**config.mk**
```make
export PLATFORM = sky130hd
export DESIGN_NAME = ascii_heading_sentence_parser_top
export DESIGN_NICKNAME = d
export VERILOG_FILES = /design/src/rtl/ahsp_pkg.sv /design/src/rtl/ahsp_front.sv /design/src/rtl/ahsp_queue.sv /design/src/rtl/ahsp_back.sv /design/src/rtl/ascii_heading_sentence_parser_top.sv
export SDC_FILE = /design/constraint.sdc
export NUM_CORES = 1
export LEC_CHECK = 0
export BUFFER_PORTS_ARGS = -buffer_cell sky130_fd_sc_hd__buf_2
export CAP_MARGIN = 20
export CORE_ASPECT_RATIO = 0.6
export CORE_MARGIN = 4
export CORE_UTILIZATION = 30
export CTS_CLUSTER_SIZE = 28
export DETAILED_ROUTE_END_ITERATION = 10
export SLEW_MARGIN = 20
export SYNTH_ARGS = -nofsm -noshare
export SYNTH_HDL_FRONTEND = slang
export SYNTH_HIERARCHICAL = 1
export SYNTH_SLANG_ARGS = --single-unit
```
**constraint.sdc**
```tcl
create_clock -name clk -period 8.7 [get_ports clk]
set_input_delay 1.305 -clock clk [delete_from_list [all_inputs] [get_ports clk]]
set_output_delay 1.305 -clock clk [all_outputs]
set_load 0.05 [all_outputs]
```
**src/rtl/ahsp_pkg.sv**
```systemverilog
// Shared constants, types and helpers for the heading sentence parser.
// Used by the front, queue, back and top-level modules; no dependencies.
package ahsp_pkg;

  // Kept decimal fraction digits (output unit is 10^-FRACTION_DIGITS degree).
  localparam int FRACTION_DIGITS = 6;

  localparam longint unsigned POW10 [0:9] = '{
    64'd1, 64'd10, 64'd100, 64'd1000, 64'd10000, 64'd100000,
    64'd1000000, 64'd10000000, 64'd100000000, 64'd1000000000
  };
  localparam longint unsigned POW_SCALE = POW10[FRACTION_DIGITS];

  // Any integer part at or above this saturates the output either way.
  localparam longint unsigned INT_LIMIT = 64'h8000_0000 / POW_SCALE + 64'd1;
  localparam int INT_W     = $clog2(INT_LIMIT + 64'd1);
  localparam int FRAC_W    = $clog2(POW_SCALE);
  localparam int CNT_W     = $clog2(FRACTION_DIGITS + 1);
  localparam int MAG_W     = 34;
  localparam int POW_IDX_W = $clog2(10);

  localparam logic [31:0] EMPTY_VALUE = 32'(~POW_SCALE + 64'd1);
  localparam logic [31:0] POS_MAX     = 32'h7FFF_FFFF;

  // ASCII characters
  localparam logic [7:0] CH_HASH  = 8'h23;
  localparam logic [7:0] CH_H     = 8'h48;
  localparam logic [7:0] CH_CR    = 8'h0D;
  localparam logic [7:0] CH_LF    = 8'h0A;
  localparam logic [7:0] CH_SEMI  = 8'h3B;
  localparam logic [7:0] CH_COMMA = 8'h2C;
  localparam logic [7:0] CH_MINUS = 8'h2D;
  localparam logic [7:0] CH_PLUS  = 8'h2B;
  localparam logic [7:0] CH_DOT   = 8'h2E;
  localparam logic [7:0] CH_ZERO  = 8'h30;
  localparam logic [7:0] CH_NINE  = 8'h39;

  // Operations passed from front to back
  localparam logic [1:0] OP_START = 2'd0;  // clear number, hit marks target field
  localparam logic [1:0] OP_OPEN  = 2'd1;  // frame opened by the start pair
  localparam logic [1:0] OP_DATA  = 2'd2;  // byte inside the target field
  localparam logic [1:0] OP_EMIT  = 2'd3;  // frame closed, deliver result

  // Result status codes
  localparam logic [1:0] ST_OK     = 2'd0;
  localparam logic [1:0] ST_EMPTY  = 2'd1;
  localparam logic [1:0] ST_ABSENT = 2'd2;

  localparam int QUEUE_DEPTH = 2;
  localparam int QPTR_W      = $clog2(QUEUE_DEPTH);
  localparam int QCNT_W      = $clog2(QUEUE_DEPTH + 1);

  typedef struct packed {
    logic [1:0] op;
    logic       hit;
    logic [7:0] data;
  } ahsp_op_t;

  // Weight of the next kept fraction digit; valid only while cnt < FRACTION_DIGITS.
  function automatic logic [FRAC_W-1:0] frac_weight(input logic [CNT_W-1:0] cnt);
    logic [POW_IDX_W-1:0] idx;
    idx = POW_IDX_W'(FRACTION_DIGITS - 1) - POW_IDX_W'(cnt);
    return FRAC_W'(POW10[idx]);
  endfunction

endpackage

```
**src/rtl/ahsp_front.sv**
```systemverilog
// Front end: frame hunting, field counting and byte classification.
// Depends on ahsp_pkg; pushes operations into ahsp_queue.
module ahsp_front import ahsp_pkg::*; (
  input  logic           clk,
  input  logic           rst,
  input  logic [3:0]     field_index,
  input  logic           in_valid,
  output logic           in_stall,
  input  logic [7:0]     in_byte,
  input  logic           queue_full,
  output logic           push,
  output ahsp_op_t       push_op
);

  localparam logic [1:0] PH_HUNT = 2'd0;
  localparam logic [1:0] PH_HASH = 2'd1;
  localparam logic [1:0] PH_BODY = 2'd2;
  localparam logic [1:0] PH_CR   = 2'd3;
  localparam logic [4:0] CNT_MAX = 5'd31;

  logic [1:0] phase, phase_next;
  logic [4:0] counter, counter_next;
  logic       semi, semi_next;
  logic       accept;
  logic [4:0] index_ext;
  logic [4:0] counter_inc;

  assign in_stall    = queue_full;
  assign accept      = in_valid && !queue_full;
  assign index_ext   = {1'b0, field_index};
  assign counter_inc = (counter == CNT_MAX) ? counter : counter + 5'd1;

  always_comb begin
    phase_next   = phase;
    counter_next = counter;
    semi_next    = semi;
    push         = 1'b0;
    push_op.op   = OP_DATA;
    push_op.hit  = 1'b0;
    push_op.data = in_byte;
    if (accept) begin
      case (phase)
        PH_HUNT: begin
          if (in_byte == CH_HASH) phase_next = PH_HASH;
        end
        PH_HASH: begin
          if (in_byte == CH_H) begin
            counter_next = 5'd0;
            semi_next    = 1'b0;
            push         = 1'b1;
            push_op.op   = OP_OPEN;
            push_op.hit  = (field_index == 4'd0);
            phase_next   = PH_BODY;
          end else if (in_byte != CH_HASH) begin
            phase_next = PH_HUNT;
          end
        end
        PH_BODY, PH_CR: begin
          if (phase == PH_CR && in_byte == CH_LF) begin
            push       = 1'b1;
            push_op.op = OP_EMIT;
            phase_next = PH_HUNT;
          end else begin
            if (in_byte == CH_COMMA) begin
              counter_next = counter_inc;
              if (counter_inc == index_ext) begin
                push        = 1'b1;
                push_op.op  = OP_START;
                push_op.hit = 1'b1;
              end
            end else if (in_byte == CH_SEMI && !semi) begin
              // first semicolon restarts field numbering and drops any number
              semi_next    = 1'b1;
              counter_next = 5'd0;
              push         = 1'b1;
              push_op.op   = OP_START;
              push_op.hit  = (field_index == 4'd0);
            end else if (counter == index_ext) begin
              push = 1'b1;
            end
            phase_next = (in_byte == CH_CR) ? PH_CR : PH_BODY;
          end
        end
        default: phase_next = PH_HUNT;
      endcase
    end
  end

  always_ff @(posedge clk) begin
    if (rst) begin
      phase   <= PH_HUNT;
      counter <= 5'd0;
      semi    <= 1'b0;
    end else begin
      phase   <= phase_next;
      counter <= counter_next;
      semi    <= semi_next;
    end
  end

endmodule

```
**src/rtl/ahsp_queue.sv**
```systemverilog
// Short FIFO of classified operations between front and back.
// Depends on ahsp_pkg for the entry type and depth.
module ahsp_queue import ahsp_pkg::*; (
  input  logic      clk,
  input  logic      rst,
  input  logic      push,
  input  ahsp_op_t  push_op,
  output logic      full,
  input  logic      pop,
  output logic      head_valid,
  output ahsp_op_t  head_op
);

  ahsp_op_t            entries [QUEUE_DEPTH];
  logic [QPTR_W-1:0]   wr_ptr, rd_ptr;
  logic [QCNT_W-1:0]   count;
  logic                do_push, do_pop;

  assign full       = (count == QCNT_W'(QUEUE_DEPTH));
  assign head_valid = (count != '0);
  assign head_op    = entries[rd_ptr];
  assign do_push    = push && !full;
  assign do_pop     = pop && head_valid;

  function automatic logic [QPTR_W-1:0] ptr_inc(input logic [QPTR_W-1:0] p);
    return (p == QPTR_W'(QUEUE_DEPTH - 1)) ? '0 : p + QPTR_W'(1);
  endfunction

  always_ff @(posedge clk) begin
    if (do_push) entries[wr_ptr] <= push_op;
  end

  always_ff @(posedge clk) begin
    if (rst) begin
      wr_ptr <= '0;
      rd_ptr <= '0;
      count  <= '0;
    end else begin
      if (do_push) wr_ptr <= ptr_inc(wr_ptr);
      if (do_pop)  rd_ptr <= ptr_inc(rd_ptr);
      case ({do_push, do_pop})
        2'b10:   count <= count + QCNT_W'(1);
        2'b01:   count <= count - QCNT_W'(1);
        default: count <= count;
      endcase
    end
  end

endmodule

```
**src/rtl/ahsp_back.sv**
```systemverilog
// Back end: decimal number accumulation for the target field and result register.
// Depends on ahsp_pkg; pops operations from ahsp_queue.
module ahsp_back import ahsp_pkg::*; (
  input  logic               clk,
  input  logic               rst,
  input  logic               head_valid,
  input  ahsp_op_t           head_op,
  output logic               pop,
  output logic               out_valid,
  input  logic               out_stall,
  output logic signed [31:0] heading_micro_deg,
  output logic [1:0]         parse_status
);

  logic [INT_W-1:0]  int_acc, int_acc_next;
  logic [FRAC_W-1:0] frac_acc, frac_acc_next;
  logic [CNT_W-1:0]  frac_cnt, frac_cnt_next;
  logic f_neg, f_dot, f_stop, f_present, f_nonempty;
  logic f_neg_next, f_dot_next, f_stop_next, f_present_next, f_nonempty_next;

  logic              is_digit;
  logic [3:0]        digit;
  logic [INT_W+3:0]  int_prod;
  logic [FRAC_W+3:0] frac_add;
  logic [MAG_W-1:0]  mag;
  logic [31:0]       emit_value;
  logic [1:0]        emit_status;
  logic              emit;

  assign pop      = head_valid && (head_op.op != OP_EMIT || !out_valid || !out_stall);
  assign emit     = pop && head_op.op == OP_EMIT;
  assign is_digit = head_op.data >= CH_ZERO && head_op.data <= CH_NINE;
  assign digit    = 4'(head_op.data - CH_ZERO);
  assign int_prod = (INT_W+4)'(int_acc) * (INT_W+4)'(10) + (INT_W+4)'(digit);
  assign frac_add = (FRAC_W+4)'(frac_acc)
                  + (FRAC_W+4)'(digit) * (FRAC_W+4)'(frac_weight(frac_cnt));
  assign mag      = MAG_W'(int_acc) * MAG_W'(POW_SCALE) + MAG_W'(frac_acc);

  always_comb begin
    int_acc_next    = int_acc;
    frac_acc_next   = frac_acc;
    frac_cnt_next   = frac_cnt;
    f_neg_next      = f_neg;
    f_dot_next      = f_dot;
    f_stop_next     = f_stop;
    f_present_next  = f_present;
    f_nonempty_next = f_nonempty;
    if (pop) begin
      case (head_op.op)
        OP_START, OP_OPEN: begin
          int_acc_next    = '0;
          frac_acc_next   = '0;
          frac_cnt_next   = '0;
          f_neg_next      = 1'b0;
          f_dot_next      = 1'b0;
          f_present_next  = head_op.hit;
          // the start pair itself lands in field zero and stops the parse
          f_stop_next     = head_op.hit && head_op.op == OP_OPEN;
          f_nonempty_next = head_op.hit && head_op.op == OP_OPEN;
        end
        OP_DATA: begin
          if (f_present) begin
            f_nonempty_next = 1'b1;
            if (!f_stop) begin
              if (is_digit) begin
                if (f_dot) begin
                  if (frac_cnt < CNT_W'(FRACTION_DIGITS)) begin
                    frac_acc_next = FRAC_W'(frac_add);
                    frac_cnt_next = frac_cnt + CNT_W'(1);
                  end
                end else if (int_prod > (INT_W+4)'(INT_LIMIT)) begin
                  int_acc_next = INT_W'(INT_LIMIT);
                end else begin
                  int_acc_next = INT_W'(int_prod);
                end
              end else if (!f_nonempty && head_op.data == CH_MINUS) begin
                f_neg_next = 1'b1;
              end else if (!f_nonempty && head_op.data == CH_PLUS) begin
                f_neg_next = f_neg;
              end else if (head_op.data == CH_DOT && !f_dot) begin
                f_dot_next = 1'b1;
              end else begin
                f_stop_next = 1'b1;
              end
            end
          end
        end
        default: ;
      endcase
    end
  end

  always_comb begin
    if (!f_present) begin
      emit_value  = 32'd0;
      emit_status = ST_ABSENT;
    end else if (!f_nonempty) begin
      emit_value  = EMPTY_VALUE;
      emit_status = ST_EMPTY;
    end else if (f_neg) begin
      emit_value  = (mag > MAG_W'(64'h8000_0000)) ? 32'h8000_0000 : 32'd0 - mag[31:0];
      emit_status = ST_OK;
    end else begin
      emit_value  = (mag > MAG_W'(POS_MAX)) ? POS_MAX : mag[31:0];
      emit_status = ST_OK;
    end
  end

  always_ff @(posedge clk) begin
    if (rst) begin
      int_acc    <= '0;
      frac_acc   <= '0;
      frac_cnt   <= '0;
      f_neg      <= 1'b0;
      f_dot      <= 1'b0;
      f_stop     <= 1'b0;
      f_present  <= 1'b0;
      f_nonempty <= 1'b0;
      out_valid  <= 1'b0;
    end else begin
      int_acc    <= int_acc_next;
      frac_acc   <= frac_acc_next;
      frac_cnt   <= frac_cnt_next;
      f_neg      <= f_neg_next;
      f_dot      <= f_dot_next;
      f_stop     <= f_stop_next;
      f_present  <= f_present_next;
      f_nonempty <= f_nonempty_next;
      if (emit) out_valid <= 1'b1;
      else if (!out_stall) out_valid <= 1'b0;
    end
  end

  always_ff @(posedge clk) begin
    if (emit) begin
      heading_micro_deg <= signed'(emit_value);
      parse_status      <= emit_status;
    end
  end

endmodule

```
**src/rtl/ascii_heading_sentence_parser_top.sv**
```systemverilog
// Top level of the ASCII heading sentence parser: register port and module wiring.
// Depends on ahsp_pkg, ahsp_front, ahsp_queue and ahsp_back.
//
//   channel   direction  handshake             payload
//   ------------------------------------------------------------------------
//   input     in         in_valid / in_stall   in_byte[7:0]
//   result    out        out_valid / out_stall heading_micro_deg[31:0], parse_status[1:0]
//   config    in         psel/penable/pwrite   paddr[2:0], pwdata/prdata[31:0]
//
// One byte is accepted per cycle while in_stall is low. The front classifies each byte
// against the frame state in the cycle it is accepted; the back consumes one classified
// item per cycle from a two-entry queue unless a held result stalls it at a frame end.
// The result register is the only point where out_stall pushes back; a held result
// stalls the back only on the next frame end, and the queue then fills before in_stall.
// Synchronous reset clears frame state, number state, queue and valid flags;
// field_index resets to 3. No clearing pass is needed.
module ascii_heading_sentence_parser_top import ahsp_pkg::*; (
  input  logic               clk,
  input  logic               rst,
  // byte stream
  input  logic               in_valid,
  output logic               in_stall,
  input  logic [7:0]         in_byte,
  // parsed heading
  output logic               out_valid,
  input  logic               out_stall,
  output logic signed [31:0] heading_micro_deg,
  output logic [1:0]         parse_status,
  // register port
  input  logic               psel,
  input  logic               penable,
  input  logic               pwrite,
  input  logic [2:0]         paddr,
  input  logic [31:0]        pwdata,
  output logic [31:0]        prdata,
  output logic               pready
);

  // register map: field_index at byte addresses 0 to 3 (only paddr[2] is decoded)
  localparam logic       REG_FIELD_INDEX   = 1'b0;
  localparam logic [3:0] FIELD_INDEX_RESET = 4'd3;

  logic [3:0] field_index;
  logic       reg_write;
  logic       q_push, q_full, q_pop, q_head_valid;
  ahsp_op_t   q_push_op, q_head_op;

  assign pready    = 1'b1;
  assign reg_write = psel && penable && pwrite && pready;

  // Write only the target field index, decoded from paddr[2]; addresses 4 to 7 are ignored.
  always_ff @(posedge clk) begin
    if (rst) begin
      field_index <= FIELD_INDEX_RESET;
    end else if (reg_write && paddr[2] == REG_FIELD_INDEX) begin
      field_index <= pwdata[3:0];
    end
  end

  assign prdata = (paddr[2] == REG_FIELD_INDEX) ? {28'd0, field_index} : 32'd0;

  // Front: hunt the start pair, count fields, classify bytes.
  ahsp_front u_front (
    .clk         (clk),
    .rst         (rst),
    .field_index (field_index),
    .in_valid    (in_valid),
    .in_stall    (in_stall),
    .in_byte     (in_byte),
    .queue_full  (q_full),
    .push        (q_push),
    .push_op     (q_push_op)
  );

  // Decouple the two halves so a held result does not stall input at once.
  ahsp_queue u_queue (
    .clk        (clk),
    .rst        (rst),
    .push       (q_push),
    .push_op    (q_push_op),
    .full       (q_full),
    .pop        (q_pop),
    .head_valid (q_head_valid),
    .head_op    (q_head_op)
  );

  // Back: accumulate the target field's number and deliver the result.
  ahsp_back u_back (
    .clk               (clk),
    .rst               (rst),
    .head_valid        (q_head_valid),
    .head_op           (q_head_op),
    .pop               (q_pop),
    .out_valid         (out_valid),
    .out_stall         (out_stall),
    .heading_micro_deg (heading_micro_deg),
    .parse_status      (parse_status)
  );

endmodule

```
# [After elaboration in Yosys (flattened, before gate mapping)]
# Memory sizes are Yosys's and may differ from the RTL's. A register that Yosys moved wholly into a read port is not among the register bits.
# Cells that the tools add are included.
[totals] output_inout_bits=69 wordCells=218 regBits=91 ram_bits=22 input_bits=50 mem_count=2 mem_bits_ro=1024
[op_classes] magnitude_cmp=7 addsub=12 mux=89 mul=3 n_bitwise=2 reduce_logical=42 eq_ne=42
[memory_table] memory="(name not given)" words=16 word_bits=64 rd=1 rd_clocked_by_memory_dff=0 write_ports=0 line="ahsp_pkg.sv:63" source="return FRAC_W'(POW10[idx]);"
[memory_table] memory="u_queue.entries" words=2 word_bits=11 rd=1 rd_clocked_by_memory_dff=1 write_ports=1 line="ahsp_queue.sv:14" source="ahsp_op_t entries [QUEUE_DEPTH];"
[ops] op="two-way mux 20 bit" count=7
[ops] op="two-way mux 32 bit" count=4
[ops] op="two-way mux 12 bit" count=5
[ops] op="== test 8 x 6 -> 1 bit (second input constant)" count=6
[ops] op="case mux 20 bit (2 select lines)" count=1
[ops] op="two-way mux 1 bit" count=39
[ops] op="> comparator 34 x 31 -> 1 bit (second input constant)" count=1
[ops] op="> comparator 34 x 32 -> 1 bit (second input constant)" count=1
[ops] op="adder 32 x 20 -> 33 bit" count=1
[ops] op="subtractor 1 x 32 -> 32 bit (first input constant)" count=1
[ops] op="two-way mux 3 bit" count=10
[ops] op="multiplier 12 x 14 -> 26 bit (second input constant)" count=1
[ops] op="two-way mux 5 bit" count=5
[ops] op="case mux 12 bit (2 select lines)" count=1
[ops] op="adder 20 bit" count=1
[ops] op="multiplier 4 x 20 -> 20 bit" count=1
[ops] op="inequality test 2 x 1 -> 1 bit (second input constant)" count=10
[ops] op="AND reduction 6 bit" count=3
[ops] op="adder 16 x 4 -> 16 bit" count=1
[ops] op="== test 8 x 4 -> 1 bit (second input constant)" count=2
[ops] op="> comparator 16 x 12 -> 1 bit (second input constant)" count=1
[ops] op="inequality test 2 bit (second input constant)" count=8
[ops] op="logical AND 1 bit" count=15
[ops] op="multiplier 12 x 3 -> 15 bit (second input constant)" count=1
[ops] op="38 further kinds" count=71

# [Logic depth before layout (Yosys ltp)]
# Gate-level depths: netlist of run 1.
[logic_depth] word_depth=13 depth_mapped=27 mapped_depth_nobuf=23

# [Cells and area by module]
# Netlist of run 1, hierarchy kept.
[by_module_without_submodules] mod="ahsp_back" n_inst=1 area_per_inst_um2=11813.8 cells_each=1434 seq_area_each_um2=1841.8
[by_module_without_submodules] mod="ahsp_queue" n_inst=1 area_per_inst_um2=1016.0 cells_each=60 seq_area_each_um2=760.7
[by_module_without_submodules] mod="ahsp_front" n_inst=1 area_per_inst_um2=860.8 cells_each=115 seq_area_each_um2=160.2
[by_module_without_submodules] mod="ascii_heading_sentence_parser_top" n_inst=1 area_per_inst_um2=441.7 cells_each=53 seq_area_each_um2=80.1

# [Worst setup path after synthesis of run 1]
# OpenSTA, ideal clock, no wires.
[synth_path] path_kind="reg2reg" startpoint="reg u_back.int_acc[3]" endpoint="reg u_back.heading_micro_deg[12], data pin" setup_ns=0.266 required_time_ns=8.434 synth_period_minus_slack_ns=7.530 path_slack_ns=1.170 path_stages_with_launch=26 t_arrival_ns=7.263 path_buffers=3 path_cell_list="dfxtp_1 > inv_1 > fa_1 > inv_1 > ha_1 > fa_1 > fa_1 > inv_1 > fa_1 > inv_1 > ha_1 > buf_2 > and3_1 > and2_1 > and2_1 > o31ai_1 > nand4_1 > or4b_1 > buf_2 > or4_4 > a211oi_2 > or4b_1 > or4b_4 > buf_6 > a31oi_4 > o21ai_1"
[synth_via] elab_chain_len=6 elab_cells_between_ends=9 cone_classes="add/sub: 2; mul: 1; order compare: 2; mux: 4"
[synth_lines] element="start, declared" line="ahsp_back.sv:15" source="logic [INT_W-1:0] int_acc, int_acc_next;"
[synth_lines] element="start signal, assigned" line="ahsp_back.sv:121" source="int_acc <= int_acc_next;"
[synth_lines] element="multiplier 12 x 14 -> 26 bit *" line="ahsp_back.sv:37" source="assign mag = MAG_W'(int_acc) * MAG_W'(POW_SCALE) + MAG_W'(frac_acc);"
[synth_lines] element="adder 32 x 20 -> 33 bit *" line="ahsp_back.sv:37"
[synth_lines] element="subtractor 1 x 32 -> 32 bit, or another cell as far along" line="ahsp_back.sv:101" source="emit_value = (mag > MAG_W'(64'h8000_0000)) ? 32'h8000_0000 : 32'd0 - mag[31:0];"
[synth_lines] element="two-way mux 32 bit, on equally long branches" line="ahsp_back.sv:101, ahsp_back.sv:104"
[synth_lines] element="two-way mux 32 bit *" line="ahsp_back.sv:100" source="end else if (f_neg) begin"
[synth_lines] element="two-way mux 32 bit *" line="ahsp_back.sv:97" source="end else if (!f_nonempty) begin"
[synth_lines] element="end signal, assigned" line="ahsp_back.sv:136" source="heading_micro_deg <= signed'(emit_value);"
[synth_lines] element="end, declared" line="ahsp_back.sv:11" source="output logic signed [31:0] heading_micro_deg,"
# Mark *: on every way between the ends. The rest lies on a longest branch, timed or not.
# A chain may end at the register's enable or synchronous reset.

# [Final worst setup path of run 1]
[layout_path] startpoint="reg u_back.int_acc[3]" endpoint="reg u_back.heading_micro_deg[4], data pin"
[layout_via] elab_chain_len=5 elab_cells_between_ends=7 cone_classes="add/sub: 1; mul: 1; order compare: 2; mux: 3"
[layout_lines] element="multiplier 12 x 14 -> 26 bit *" line="ahsp_back.sv:37"
[layout_lines] element="adder 32 x 20 -> 33 bit *" line="ahsp_back.sv:37"
[layout_lines] element="> comparator 34 x 31 -> 1 bit or > comparator 34 x 32 -> 1 bit (tied branches)" line="ahsp_back.sv:104, ahsp_back.sv:101"
[layout_lines] element="two-way mux 32 bit, on equally long branches" line="ahsp_back.sv:104, ahsp_back.sv:101"
[layout_lines] element="two-way mux 32 bit *" line="ahsp_back.sv:100"
# Marks and branches as above.

==> results of run 1 <==
==> path summary, 6_finish.rpt <==
| path | start | to | depth (start not counted) |
|---|---|---|---|
| setup / recovery | u_back/int_acc[3]$_SDFFE_PP0P_ | u_back/heading_micro_deg[4]$_SDFFCE_PN0P_ | 22 |
| hold / removal | u_queue/wr_ptr$_SDFFE_PP0N_ | u_queue/wr_ptr$_SDFFE_PP0N_ | 2 |
| setup reg to reg | u_back/int_acc[3]$_SDFFE_PP0P_ | u_back/heading_micro_deg[4]$_SDFFCE_PN0P_ | 22 |
| hold reg to reg | u_queue/wr_ptr$_SDFFE_PP0N_ | u_queue/wr_ptr$_SDFFE_PP0N_ | 2 |
==> logic make-up (layout without fill, tap and decap cells) <==
group,count (synthesis),after routing,synth area share
and+or+nand+nor,566,566,0.206
AOI/OAI and AO/OA,372,372,0.180
buffers and inverters,253,269,0.0789
adders and majority gates,237,237,0.257
DFF,114,114,0.201
xor gates and xnor gates,94,94,0.0583
muxes,24,24,0.0182
other,2,29,0.000531
==> stage by stage <==
step / hold slack (ns) / power (uW) / std cells / setup WS [ns] / utilization
finish: 0.504 / 1330 / 2335 / 0.622 / 0.335
floorplan: 0.452 / 624 / 1689 / 1.17 / -
detailed placement: 0.484 / 624 / 2302 / 0.643 / 0.322
CTS: 0.493 / 1340 / 2334 / 0.626 / 0.335
global placement: 0.466 / 623 / 2302 / 0.765 / 0.322
global route: 0.524 / 1360 / 2335 / 0.194 / 0.335
==> layout make-up <==
| class | instances | area share |
|---|---|---|
| multi-input combinational | 1322 | 0.661 |
| sequential | 114 | 0.183 |
| tap | 630 | 0.0506 |
| inverter | 159 | 0.0383 |
| timing repair buffer | 78 | 0.0294 |
| clock buffer | 17 | 0.0273 |
| clock inverter | 15 | 0.0104 |
==> per-layer routing <==
layer  wire, microns  track usage  vias up
met3            3240       0.0301       22
met5               0            0        -
li1                -            -     5937
met2           14200        0.197      485
met1           20700        0.254     5788
met4             231       0.0232        0
==> power by group through the flow <==
stage                     Clock (uW)  Sequential [uW]  Combinational, uW
after floorplan                    0              572               52.6
after global placement             0              572               51.1
after detailed placement           0              572               52.0
after CTS                        726              560               52.0
after global routing             748              560               55.4
final                            713              560               52.4
==> worst max-delay path, stage by stage (launching register included) <==
cell	delay, ns
dfxtp_1	0.33
inv_1	0.09
fa_1	0.53
inv_1	0.06
ha_1	0.31
fa_1	0.46
fa_1	0.55
inv_1	0.06
fa_1	0.52
inv_1	0.04
ha_1	0.43
and3_1	0.26
and2_1	0.17
and2_1	0.17
o31ai_1	0.36
nand4_1	0.22
or4b_1	0.71
or4_4	0.59
a211oi_2	0.31
or4b_1	0.47
or4b_4	0.65
and2_4	0.22
o311a_1	0.29
==> Yosys cell counts, drive strengths merged, types with 44 or more instances <==
cell	n
nor2	122
nand2	142
clkbuf	45
nand3	63
edfxtp	56
ha	149
fa	88
inv	159
o21ai	74
dfxtp	58
buf	49
nor3	44
xnor2	61
a21oi	90
==> state kept, by name (all words and copies together), names as in the netlist, 3 cells and up, named ones only <==
name and cells:
u_back/int_acc 12, u_queue/entries 22, u_back/frac_cnt 3, u_back/heading_micro_deg 32, field_index 4, u_back/frac_acc 20
u_front/counter 5
==> metrics.txt, run 1 <==
# TYPE chip_impl_metric gauge
chip_impl_metric{name="skew",unit="ns"} 0.0133
chip_impl_metric{name="clock.fmax",unit="MHz"} 124
chip_impl_metric{name="ios",unit=""} 119
chip_impl_metric{name="p_per_area",unit="nW/um^2"} 85.1
chip_impl_metric{name="final-max-slew-violation-count",unit=""} 0
chip_impl_info{name="most-common-layout-cells",value="inv_1 (158), ha_1 (149), nand2_1 (142)"} 1
chip_impl_metric{name="rrSetupSlack",unit="ns"} 0.62
chip_impl_metric{name="ys_warn_count",unit=""} 6
chip_impl_metric{name="cell_internal_pwr",unit="uW"} 974
chip_impl_metric{name="total_switching_power",unit="uW"} 351
chip_impl_metric{name="grt_antenna_before_repair",unit=""} 1
chip_impl_metric{name="worst-slew-pin-transition",unit="ns"} 1.03
chip_impl_info{name="worst_hold_path_type",value="register to register"} 1
chip_impl_metric{name="clock_sinks",unit=""} 114
chip_impl_metric{name="timing_hold_violations_final",unit=""} 0
chip_impl_metric{name="timing.critical_path.arrival",unit="ns"} 8.26
chip_impl_metric{name="netlist.area_leader.share",unit=""} 0.132
chip_impl_metric{name="design.die.area",unit="sq um"} 50800
chip_impl_metric{name="final_layout_size_suffix_gt1_frac",unit=""} 0.0962
chip_impl_metric{name="final_replace_weighted_congestion",unit=""} 0.856
chip_impl_metric{name="start_util",unit=""} 0.305
chip_impl_metric{name="mappedNetlistArea",unit="sq um"} 14100
chip_impl_metric{name="clockBufferDepth",unit=""} 2
chip_impl_metric{name="synthDistinctLibCells",unit=""} 101
chip_impl_metric{name="syn-instance-count",unit=""} 1662
chip_impl_info{name="mostFrequentLayoutCell",value="inv_1"} 1
chip_impl_metric{name="share_clk_of_total_power",unit=""} 0.538
chip_impl_metric{name="nets",unit=""} 1979
chip_impl_metric{name="max_cap_viol_count",unit=""} 0
chip_impl_info{name="top_cells_by_area_in_the_synthesized_netlist",value="ha_1 (13%), fa_1 (12%), edfxtp_1 (12%)"} 1
chip_impl_info{name="dominantRegCellSynth",value="dfxtp_1"} 1
chip_impl_metric{name="final.period_utilization",unit=""} 0.928
chip_impl_metric{name="stdcell_area",unit="sq um"} 15600
chip_impl_metric{name="grt_max_degree",unit=""} 54
chip_impl_metric{name="grtUsageTotal",unit=""} 0.152
chip_impl_info{name="startpoint_kind_of_the_worst_setup_timing_path",value="register"} 1
chip_impl_metric{name="final.setup.tns",unit="ns"} 0
chip_impl_metric{name="power.share.combinational",unit=""} 0.040
chip_impl_metric{name="power.ir.vdd_worst",unit="V"} 0.000109
chip_impl_metric{name="postSynth.asyncResetShare",unit=""} 0
chip_impl_metric{name="worst_slew_margin_rel",unit=""} 0.301
chip_impl_metric{name="multiInputGateArea",unit="sq um"} 10300
chip_impl_metric{name="ys_seq_elements",unit=""} 114
chip_impl_metric{name="ant_nets",unit=""} 0
chip_impl_metric{name="grt_pass1_wl",unit="microns"} 62500
chip_impl_metric{name="synth_enable_flop_cells",unit=""} 56
chip_impl_metric{name="grt-ovfl-total",unit=""} 0
chip_impl_metric{name="drt-wirelength-per-cell",unit="microns"} 16.4
chip_impl_metric{name="grt_pass1_vias",unit=""} 11360
chip_impl_metric{name="diodes",unit=""} 0
chip_impl_info{name="tritoncts",value="built"} 1
chip_impl_metric{name="drcViolationCount",unit=""} 0
chip_impl_metric{name="cts_inserted_buffers",unit=""} 17
chip_impl_info{name="rsz0062_at_grt",value="false"} 1
chip_impl_metric{name="critPathMaxFanout",unit=""} 11
chip_impl_metric{name="post-cts-setup-buffers",unit=""} 0
chip_impl_metric{name="cts.reportedPaths.clkPinSlew",unit="ns"} 0.07
chip_impl_metric{name="drt-pass1-iter-count",unit=""} 5
chip_impl_metric{name="placed_area",unit="sq um"} 14900
chip_impl_metric{name="share_seq_of_total_power",unit=""} 0.422
chip_impl_metric{name="ctsHoldBuffers",unit=""} 0
chip_impl_metric{name="via_per_inst",unit=""} 5.24
chip_impl_metric{name="setup_viol_count_final",unit=""} 0
chip_impl_metric{name="period_minus_ws_final",unit="ns"} 8.08
chip_impl_metric{name="finalWirelength",unit="microns"} 38300
chip_impl_metric{name="ctsHtreeMaxLevel",unit=""} 4
chip_impl_info{name="worstSetupPathType",value="register to register"} 1
chip_impl_info{name="synth.largest_area_cell",value="ha_1"} 1
chip_impl_metric{name="switching_share",unit=""} 0.265
chip_impl_info{name="run_status",value="finished clean"} 1
chip_impl_metric{name="core.rowCount",unit=""} 61
chip_impl_metric{name="place.detailed.hpwl",unit="microns"} 30800
chip_impl_metric{name="die-height",unit="microns"} 176
chip_impl_metric{name="regArea",unit="sq um"} 2840
chip_impl_metric{name="worst_skew_pair.late_latency",unit="ns"} 0.44
chip_impl_metric{name="dr.first_iter.drc_count",unit=""} 1169
chip_impl_metric{name="filler_cell_count",unit=""} 4830
chip_impl_metric{name="port-buffer-count",unit=""} 59
chip_impl_metric{name="floorplan.die.width",unit="microns"} 288
chip_impl_metric{name="critPathRequiredTime",unit="ns"} 8.88
chip_impl_metric{name="syn2layout_area_growth",unit="%"} 10.2
chip_impl_metric{name="p_leak",unit="uW"} 0.00705
chip_impl_metric{name="synth_area_per_cell",unit="sq um"} 8.50
chip_impl_metric{name="vias",unit=""} 12232
chip_impl_metric{name="synth_seq_area_share",unit=""} 0.201
chip_impl_info{name="cts_root_buffer",value="clkbuf_16"} 1
chip_impl_info{name="crit_path_end_kind",value="register"} 1
chip_impl_metric{name="core-area",unit="sq um"} 46400
chip_impl_metric{name="cts_repair_resize_count",unit=""} 0
Note: power is estimated with default switching activity, not from simulation.
==> run 2: changes to the inputs <==
--- a/config.mk
+++ b/config.mk
@@ -5,13 +5,14 @@
 export SDC_FILE = /design/constraint.sdc
 export NUM_CORES = 1
 export LEC_CHECK = 0
-export BUFFER_PORTS_ARGS = -buffer_cell sky130_fd_sc_hd__buf_2
 export CAP_MARGIN = 20
 export CORE_ASPECT_RATIO = 0.6
 export CORE_MARGIN = 4
 export CORE_UTILIZATION = 30
 export CTS_CLUSTER_SIZE = 28
 export DETAILED_ROUTE_END_ITERATION = 10
+export DONT_BUFFER_PORTS = 1
+export SETUP_SLACK_MARGIN = 0.2
 export SLEW_MARGIN = 20
 export SYNTH_ARGS = -nofsm -noshare
 export SYNTH_HDL_FRONTEND = slang
==> constraint.sdc (replaced) <==
create_clock -name clk -period 8.7 [get_ports clk]
set_input_delay 0 -clock clk [delete_from_list [all_inputs] [get_ports clk]]
set_output_delay 0 -clock clk [all_outputs]
set_load 0.05 [all_outputs]
==> run 2 against run 1 <==
  * Sequential cell count unchanged
  * Clock skew grew 0.014 ns
  * Global-route usage up 0.21 points
  * Core utilization decreased by 0.078 points
  * Fmax rose by 1.1%
  * Worst setup slack better by 0.085 ns
  * Hold slack lost 0.46 ns
  * Critical path type unchanged
  * Largest power group unchanged
==> metrics.txt, run 2 (synthesis results as in run 1) <==
# TYPE chip_impl_metric gauge
chip_impl_info{name="run_status",value="finished clean"} 1
chip_impl_info{name="crit_path_end_kind",value="register"} 1
chip_impl_metric{name="drcViolationCount",unit=""} 0
chip_impl_metric{name="skew",unit="ns"} 0.0270
chip_impl_metric{name="cp_slowest_stage_delay",unit="ns"} 0.69
chip_impl_metric{name="clock.fmax",unit="MHz"} 125
chip_impl_metric{name="final-max-slew-violation-count",unit=""} 0
chip_impl_metric{name="ant_nets",unit=""} 0
chip_impl_info{name="max_flop_register",value="u_back/heading_micro_deg"} 1
chip_impl_info{name="slowest_stage",value="or4b_1"} 1
chip_impl_metric{name="clockBufferDepth",unit=""} 2
chip_impl_metric{name="filler_cell_count",unit=""} 4834
chip_impl_metric{name="final.setup.tns",unit="ns"} 0
chip_impl_metric{name="nets",unit=""} 1944
chip_impl_metric{name="die-height",unit="microns"} 176
chip_impl_metric{name="design.die.area",unit="sq um"} 50800
chip_impl_metric{name="grt_pass1_vias",unit=""} 11359
chip_impl_metric{name="final_layout_size_suffix_gt1_frac",unit=""} 0.0629
chip_impl_info{name="most-common-layout-cells",value="inv_1 (158), ha_1 (149), nand2_1 (142)"} 1
chip_impl_metric{name="max_cap_viol_count",unit=""} 0
chip_impl_metric{name="timing_hold_violations_final",unit=""} 0
chip_impl_metric{name="finalWirelength",unit="microns"} 38900
chip_impl_metric{name="power.ir.vdd_worst",unit="V"} 0.0000837
chip_impl_metric{name="period_minus_ws_final",unit="ns"} 7.99
chip_impl_metric{name="critPathRequiredTime",unit="ns"} 8.90
chip_impl_metric{name="post-route-util",unit=""} 0.335
chip_impl_metric{name="vias",unit=""} 12025
chip_impl_metric{name="final.period_utilization",unit=""} 0.919
chip_impl_metric{name="core.rowCount",unit=""} 61
chip_impl_metric{name="worst_skew_pair.late_latency",unit="ns"} 0.45
chip_impl_metric{name="numPlacedInstances",unit=""} 2240
chip_impl_metric{name="grt_antenna_before_repair",unit=""} 0
chip_impl_metric{name="setup_viol_count_final",unit=""} 0
chip_impl_metric{name="place.detailed.hpwl",unit="microns"} 30600
chip_impl_metric{name="ctsHtreeMaxLevel",unit=""} 4
chip_impl_metric{name="grt_max_degree",unit=""} 53
chip_impl_metric{name="critPathMaxFanout",unit=""} 11
chip_impl_metric{name="diodes",unit=""} 0
chip_impl_metric{name="p_per_area",unit="nW/um^2"} 84.3
chip_impl_metric{name="fin_cells",unit=""} 2300
chip_impl_metric{name="grt-ovfl-total",unit=""} 0
chip_impl_metric{name="worst-slew-pin-transition",unit="ns"} 1.11
chip_impl_metric{name="dr.first_iter.drc_count",unit=""} 1217
chip_impl_metric{name="cts.reportedPaths.clkPinSlew",unit="ns"} 0.07
chip_impl_metric{name="ios",unit=""} 119
chip_impl_metric{name="multiInputGateArea",unit="sq um"} 10300
chip_impl_info{name="worstPathCellList",value="inv_1, fa_1, inv_1, ha_1, fa_1, fa_1, inv_1, fa_1, inv_1, ha_1, and3_1, and2_1, and2_1, o31ai_1, nand4_1, or4b_1, or4_4, a211oi_2, or4b_1, or4b_4, and2_4, o311a_1"} 1
chip_impl_info{name="worst_hold_path_type",value="input port to register"} 1
chip_impl_metric{name="port-buffer-count",unit=""} 0
chip_impl_metric{name="syn2layout_area_growth",unit="%"} 9.91
chip_impl_info{name="worstSetupPathType",value="register to register"} 1
chip_impl_metric{name="regArea",unit="sq um"} 2840
chip_impl_info{name="cts_root_buffer",value="clkbuf_16"} 1
chip_impl_info{name="startpoint_kind_of_the_worst_setup_timing_path",value="register"} 1
chip_impl_metric{name="grt_pass1_wl",unit="microns"} 62700
chip_impl_metric{name="floorplan.die.width",unit="microns"} 288
chip_impl_metric{name="via_per_inst",unit=""} 5.23
chip_impl_metric{name="clock_sinks",unit=""} 114
chip_impl_metric{name="start_util",unit=""} 0.305
chip_impl_metric{name="drt-pass1-iter-count",unit=""} 6
chip_impl_metric{name="drt-wirelength-per-cell",unit="microns"} 16.9
chip_impl_info{name="mostFrequentLayoutCell",value="inv_1"} 1
chip_impl_metric{name="timing.critical_path.arrival",unit="ns"} 8.19
chip_impl_metric{name="final_replace_weighted_congestion",unit=""} 0.870
chip_impl_metric{name="post-cts-setup-buffers",unit=""} 0
chip_impl_info{name="tritoncts",value="built"} 1
chip_impl_info{name="largestRegisters",value="u_back/heading_micro_deg: 32 flops, u_queue/entries: 22 flops, u_back/frac_acc: 20 flops"} 1
chip_impl_metric{name="grtUsageTotal",unit=""} 0.154
chip_impl_metric{name="core-area",unit="sq um"} 46400
chip_impl_metric{name="worst_slew_margin_rel",unit=""} 0.251
chip_impl_metric{name="cts_inserted_buffers",unit=""} 17
chip_impl_metric{name="largest_reg_flops",unit=""} 32
chip_impl_info{name="rsz0062_at_grt",value="false"} 1
chip_impl_metric{name="p_leak",unit="uW"} 0.00692
run 2: cell count changes in the layout (fill, tap and decap cells not counted):
cell and change:
buf_2 -59, dlygate4sd3_1 +26, buf_4 -3, clkinvlp_4 +3, inv_8 -3, buf_16 +1, clkinv_2 +1, clkinv_4 -1
o21a_1 -1, o21a_2 +1, xor2_1 -1, xor2_2 +1
run 2: layout make-up:
class / instances / area share
repair buffers: 43 / 0.0275
clock buffers: 17 / 0.0274
multi-input cells: 1322 / 0.663
clock inverters: 15 / 0.00951
inverters: 159 / 0.0384
flip-flops and latches: 114 / 0.183
well taps: 630 / 0.0507
run 2: path summary, 6_finish.rpt:
kind                                                      from                                        end  slack (ns)  depth (start not counted)
worst max-delay path            u_back/int_acc[3]$_SDFFE_PP0P_  u_back/heading_micro_deg[3]$_SDFFCE_PN0P_        0.71                         22
worst min-delay path                                       rst             u_back/int_acc[7]$_SDFFE_PP0P_        0.04                          3
worst max register to register  u_back/int_acc[3]$_SDFFE_PP0P_  u_back/heading_micro_deg[3]$_SDFFCE_PN0P_        0.71                         22
worst min register to register     u_queue/wr_ptr$_SDFFE_PP0N_                u_queue/wr_ptr$_SDFFE_PP0N_        0.50                          2
run 2: per-stage QoR:
step	hold slack (ns)	total power, uW	area [sq um]	setup slack [ns]
2_1_floorplan	0.0691	624	14200	1.17
3_3_place_gp	0.0764	610	14600	0.660
3_5_place_dp	0.0768	611	14600	0.646
4_1_cts	0.00433	1320	15500	0.623
5_1_grt	0.0341	1350	15500	0.262
6_report	0.0401	1310	15500	0.707
run 2: worst max-delay path, delay by kind of cell (launching register included):
kind | cells | cell delay (ns)
AND/OR/NAND/NOR | 9 | 3.42
adder cells (fa/ha/maj) | 6 | 2.82
AO/OA/AOI/OAI | 3 | 0.94
flip-flops | 1 | 0.33
buffers and inverters | 4 | 0.26
run 2: where the power goes:
| group | internal [uW] | switching [uW] | total [uW] |
|---|---|---|---|
| Clock | 400 | 296 | 696 |
| Sequential | 559 | 0.708 | 560 |
| Combinational | 10.7 | 43.4 | 54.1 |
| Total | 970 | 340 | 1310 |
run 2: metal layers:
layer / track usage / up-vias / routed length (microns)
li1: - / 5857 / -
met1: 0.252 / 5691 / 20900
met2: 0.199 / 453 / 14500
met3: 0.0400 / 24 / 3240
met4: 0.0237 / 0 / 261
met5: 0 / - / 0
run 2: what timing repair did:
item	CTS	global route
gates resized for setup	0	2
hold buffers	26	1
endpoints found under the setup margin	0	9
hold endpoints to repair	67	8
==> run 3: changes to the inputs <==
--- a/config.mk
+++ b/config.mk
@@ -8,7 +8,7 @@
 export CAP_MARGIN = 20
 export CORE_ASPECT_RATIO = 0.6
 export CORE_MARGIN = 4
-export CORE_UTILIZATION = 30
+export CORE_UTILIZATION = 40
 export CTS_CLUSTER_SIZE = 28
 export DETAILED_ROUTE_END_ITERATION = 10
 export DONT_BUFFER_PORTS = 1
==> run 3 against run 2 <==
  * Clock skew fell by 0.014 ns
  * Highest routed layer unchanged
  * Global-route usage rose by 4.2 points
  * Cell count fell by 7.2%
  * Clock power up 8.3%
  * Non-clock buffer count increased by 5
  * Critical path depth stayed put
  * Wire length shrank 1.9%
==> metrics.txt, run 3 (synthesis results as in run 1) <==
# TYPE chip_impl_metric gauge
chip_impl_info{name="run_status",value="finished clean"} 1
chip_impl_metric{name="drt-wirelength-per-cell",unit="microns"} 17.9
chip_impl_metric{name="die-height",unit="microns"} 154
chip_impl_metric{name="ant_nets",unit=""} 0
chip_impl_metric{name="cts.reportedPaths.clkPinSlew",unit="ns"} 0.06
chip_impl_metric{name="grt_max_degree",unit=""} 53
chip_impl_metric{name="place.detailed.hpwl",unit="microns"} 30300
chip_impl_info{name="endpoint",value="u_back/heading_micro_deg[4]$_SDFFCE_PN0P_"} 1
chip_impl_info{name="mostFrequentLayoutCell",value="inv_1"} 1
chip_impl_metric{name="fin_cells",unit=""} 2134
chip_impl_info{name="most-common-layout-cells",value="inv_1 (158), ha_1 (149), nand2_1 (142)"} 1
chip_impl_info{name="worstSetupPathType",value="register to register"} 1
chip_impl_info{name="tritoncts",value="built"} 1
chip_impl_metric{name="timing.critical_path.arrival",unit="ns"} 8.19
chip_impl_metric{name="floorplan.die.width",unit="microns"} 251
chip_impl_info{name="worst_hold_path_type",value="input port to register"} 1
chip_impl_metric{name="timing_hold_violations_final",unit=""} 0
chip_impl_metric{name="start_util",unit=""} 0.412
chip_impl_metric{name="drt-pass1-iter-count",unit=""} 5
chip_impl_metric{name="largest_reg_flops",unit=""} 32
chip_impl_metric{name="grt-ovfl-total",unit=""} 0
chip_impl_metric{name="numPlacedInstances",unit=""} 2073
chip_impl_metric{name="p_leak",unit="uW"} 0.00697
chip_impl_info{name="max_flop_register",value="u_back/heading_micro_deg"} 1
chip_impl_info{name="r2r-start",value="u_back/int_acc[3]$_SDFFE_PP0P_"} 1
chip_impl_metric{name="clock.fmax",unit="MHz"} 125
chip_impl_metric{name="clockBufferDepth",unit=""} 2
chip_impl_metric{name="worst_skew_pair.late_latency",unit="ns"} 0.44
chip_impl_metric{name="skew",unit="ns"} 0.0135
chip_impl_metric{name="filler_cell_count",unit=""} 3334
chip_impl_metric{name="critPathMaxFanout",unit=""} 11
chip_impl_metric{name="grtUsageTotal",unit=""} 0.196
chip_impl_metric{name="final_layout_size_suffix_gt1_frac",unit=""} 0.0621
chip_impl_metric{name="final.period_utilization",unit=""} 0.920
chip_impl_metric{name="core.rowCount",unit=""} 52
chip_impl_metric{name="critPathRequiredTime",unit="ns"} 8.89
chip_impl_info{name="cts_root_buffer",value="clkbuf_16"} 1
chip_impl_metric{name="power.ir.vdd_worst",unit="V"} 0.000108
chip_impl_metric{name="rrSetupSlack",unit="ns"} 0.70
chip_impl_metric{name="p_per_area",unit="nW/um^2"} 88.9
chip_impl_metric{name="finalWirelength",unit="microns"} 38100
chip_impl_info{name="largestRegisters",value="u_back/heading_micro_deg: 32 flops, u_queue/entries: 22 flops, u_back/frac_acc: 20 flops"} 1
chip_impl_metric{name="reg2regPathDepth",unit=""} 22
chip_impl_metric{name="clock_sinks",unit=""} 114
chip_impl_info{name="rsz0062_at_grt",value="false"} 1
chip_impl_info{name="crit_path_end_kind",value="register"} 1
chip_impl_info{name="startpoint_kind_of_the_worst_setup_timing_path",value="register"} 1
chip_impl_metric{name="vias",unit=""} 11930
chip_impl_metric{name="grt_pass1_wl",unit="microns"} 61500
chip_impl_metric{name="setup_viol_count_final",unit=""} 0
chip_impl_metric{name="grt_pass1_vias",unit=""} 11087
chip_impl_info{name="critical_path.startpoint",value="u_back/int_acc[3]$_SDFFE_PP0P_"} 1
chip_impl_metric{name="ctsHtreeMaxLevel",unit=""} 4
chip_impl_metric{name="worst_slew_margin_rel",unit=""} 0.263
chip_impl_metric{name="final.setup.tns",unit="ns"} 0
chip_impl_metric{name="diodes",unit=""} 0
chip_impl_metric{name="cts_repair_resize_count",unit=""} 0
chip_impl_metric{name="dr.first_iter.drc_count",unit=""} 1041
chip_impl_metric{name="syn2layout_area_growth",unit="%"} 8.88
chip_impl_info{name="timing.rr.end",value="u_back/heading_micro_deg[4]$_SDFFCE_PN0P_"} 1
chip_impl_metric{name="port-buffer-count",unit=""} 0
chip_impl_metric{name="final_replace_weighted_congestion",unit=""} 0.888
chip_impl_metric{name="via_per_inst",unit=""} 5.59
chip_impl_metric{name="nets",unit=""} 1949
chip_impl_metric{name="cts_inserted_buffers",unit=""} 17
chip_impl_metric{name="worst-slew-pin-transition",unit="ns"} 1.10
chip_impl_metric{name="core-area",unit="sq um"} 34300
chip_impl_metric{name="ios",unit=""} 119
chip_impl_metric{name="final-max-slew-violation-count",unit=""} 0
chip_impl_metric{name="grt_antenna_before_repair",unit=""} 1
chip_impl_metric{name="drcViolationCount",unit=""} 0
chip_impl_metric{name="period_minus_ws_final",unit="ns"} 8.00
chip_impl_metric{name="design.die.area",unit="sq um"} 38500
chip_impl_metric{name="max_cap_viol_count",unit=""} 0
-- run 3: timing repair --
item,in CTS,in global routing
buffers inserted,0,0
hold buffers,29,0
endpoints found under the hold margin,70,0
-- run 3: how the worst min path moves through the flow --
stage               startpoint                         endpoint  slack (ns)  cells past startpoint
finish                     rst   u_back/int_acc[7]$_SDFFE_PP0P_        0.01                      3
detailed placement         rst    u_queue/count[1]$_SDFFE_PP0P_        0.08                      1
global placement           rst      u_queue/wr_ptr$_SDFFE_PP0N_        0.07                      1
CTS                 in_byte[2]  u_queue/entries[1][9]$_DFFE_PP_       0.001                      3
global route               rst   u_back/int_acc[8]$_SDFFE_PP0P_        0.02                      3
floorplan                  rst    u_queue/count[1]$_SDFFE_PP0P_        0.07                      1
-- run 3: power breakdown --
group	internal [uW]	switching [uW]	total (uW)
Clock	481	273	754
Combinational	10.3	42.7	53.0
Sequential	560	0.657	560
Total	1050	316	1370
-- run 3: area by class of cell --
class / instances / area, sq um / share of cell area
Multi-Input combinational cell: 1322 / 10300 / 0.669
Sequential cell: 114 / 2840 / 0.185
Inverter: 159 / 597 / 0.0388
Tap cell: 459 / 574 / 0.0373
Timing Repair Buffer: 48 / 450 / 0.0293
Clock buffer: 17 / 425 / 0.0276
Clock inverter: 15 / 206 / 0.0134
-- run 3: critical path, stage by stage (launching register included) --
cell,delay [ns]
dfxtp_1,0.32
inv_1,0.09
fa_1,0.54
inv_1,0.05
ha_1,0.30
fa_1,0.47
fa_1,0.55
inv_1,0.06
fa_1,0.53
inv_1,0.04
ha_1,0.41
and3_1,0.26
and2_1,0.18
and2_1,0.17
o31ai_1,0.36
nand4_1,0.21
or4b_1,0.70
or4_4,0.59
a211oi_2,0.31
or4b_1,0.46
or4b_4,0.65
and2_4,0.22
o311a_1,0.29
-- run 3: metal layers --
layer | track usage | vias to the layer above | routed length [microns]
li1 | - | 5865 | -
met1 | 0.325 | 5674 | 21100
met2 | 0.251 | 367 | 13900
met3 | 0.0439 | 24 | 2710
met4 | 0.0383 | 0 | 354
met5 | 0 | - | 0
-- run 3: metrics by stage --
stage / total power, uW / instance area, sq um / utilization / hold WS (ns) / setup slack [ns]
CTS: 1380 / 15400 / 0.449 / 0.00124 / 0.713
detailed placement: 610 / 14400 / 0.421 / 0.0768 / 0.740
finish: 1370 / 15400 / 0.449 / 0.0106 / 0.697
global route: 1400 / 15400 / 0.449 / 0.0169 / 0.237
floorplan: 624 / 14200 / - / 0.0691 / 1.17
global placement: 610 / 14400 / 0.421 / 0.0747 / 0.793
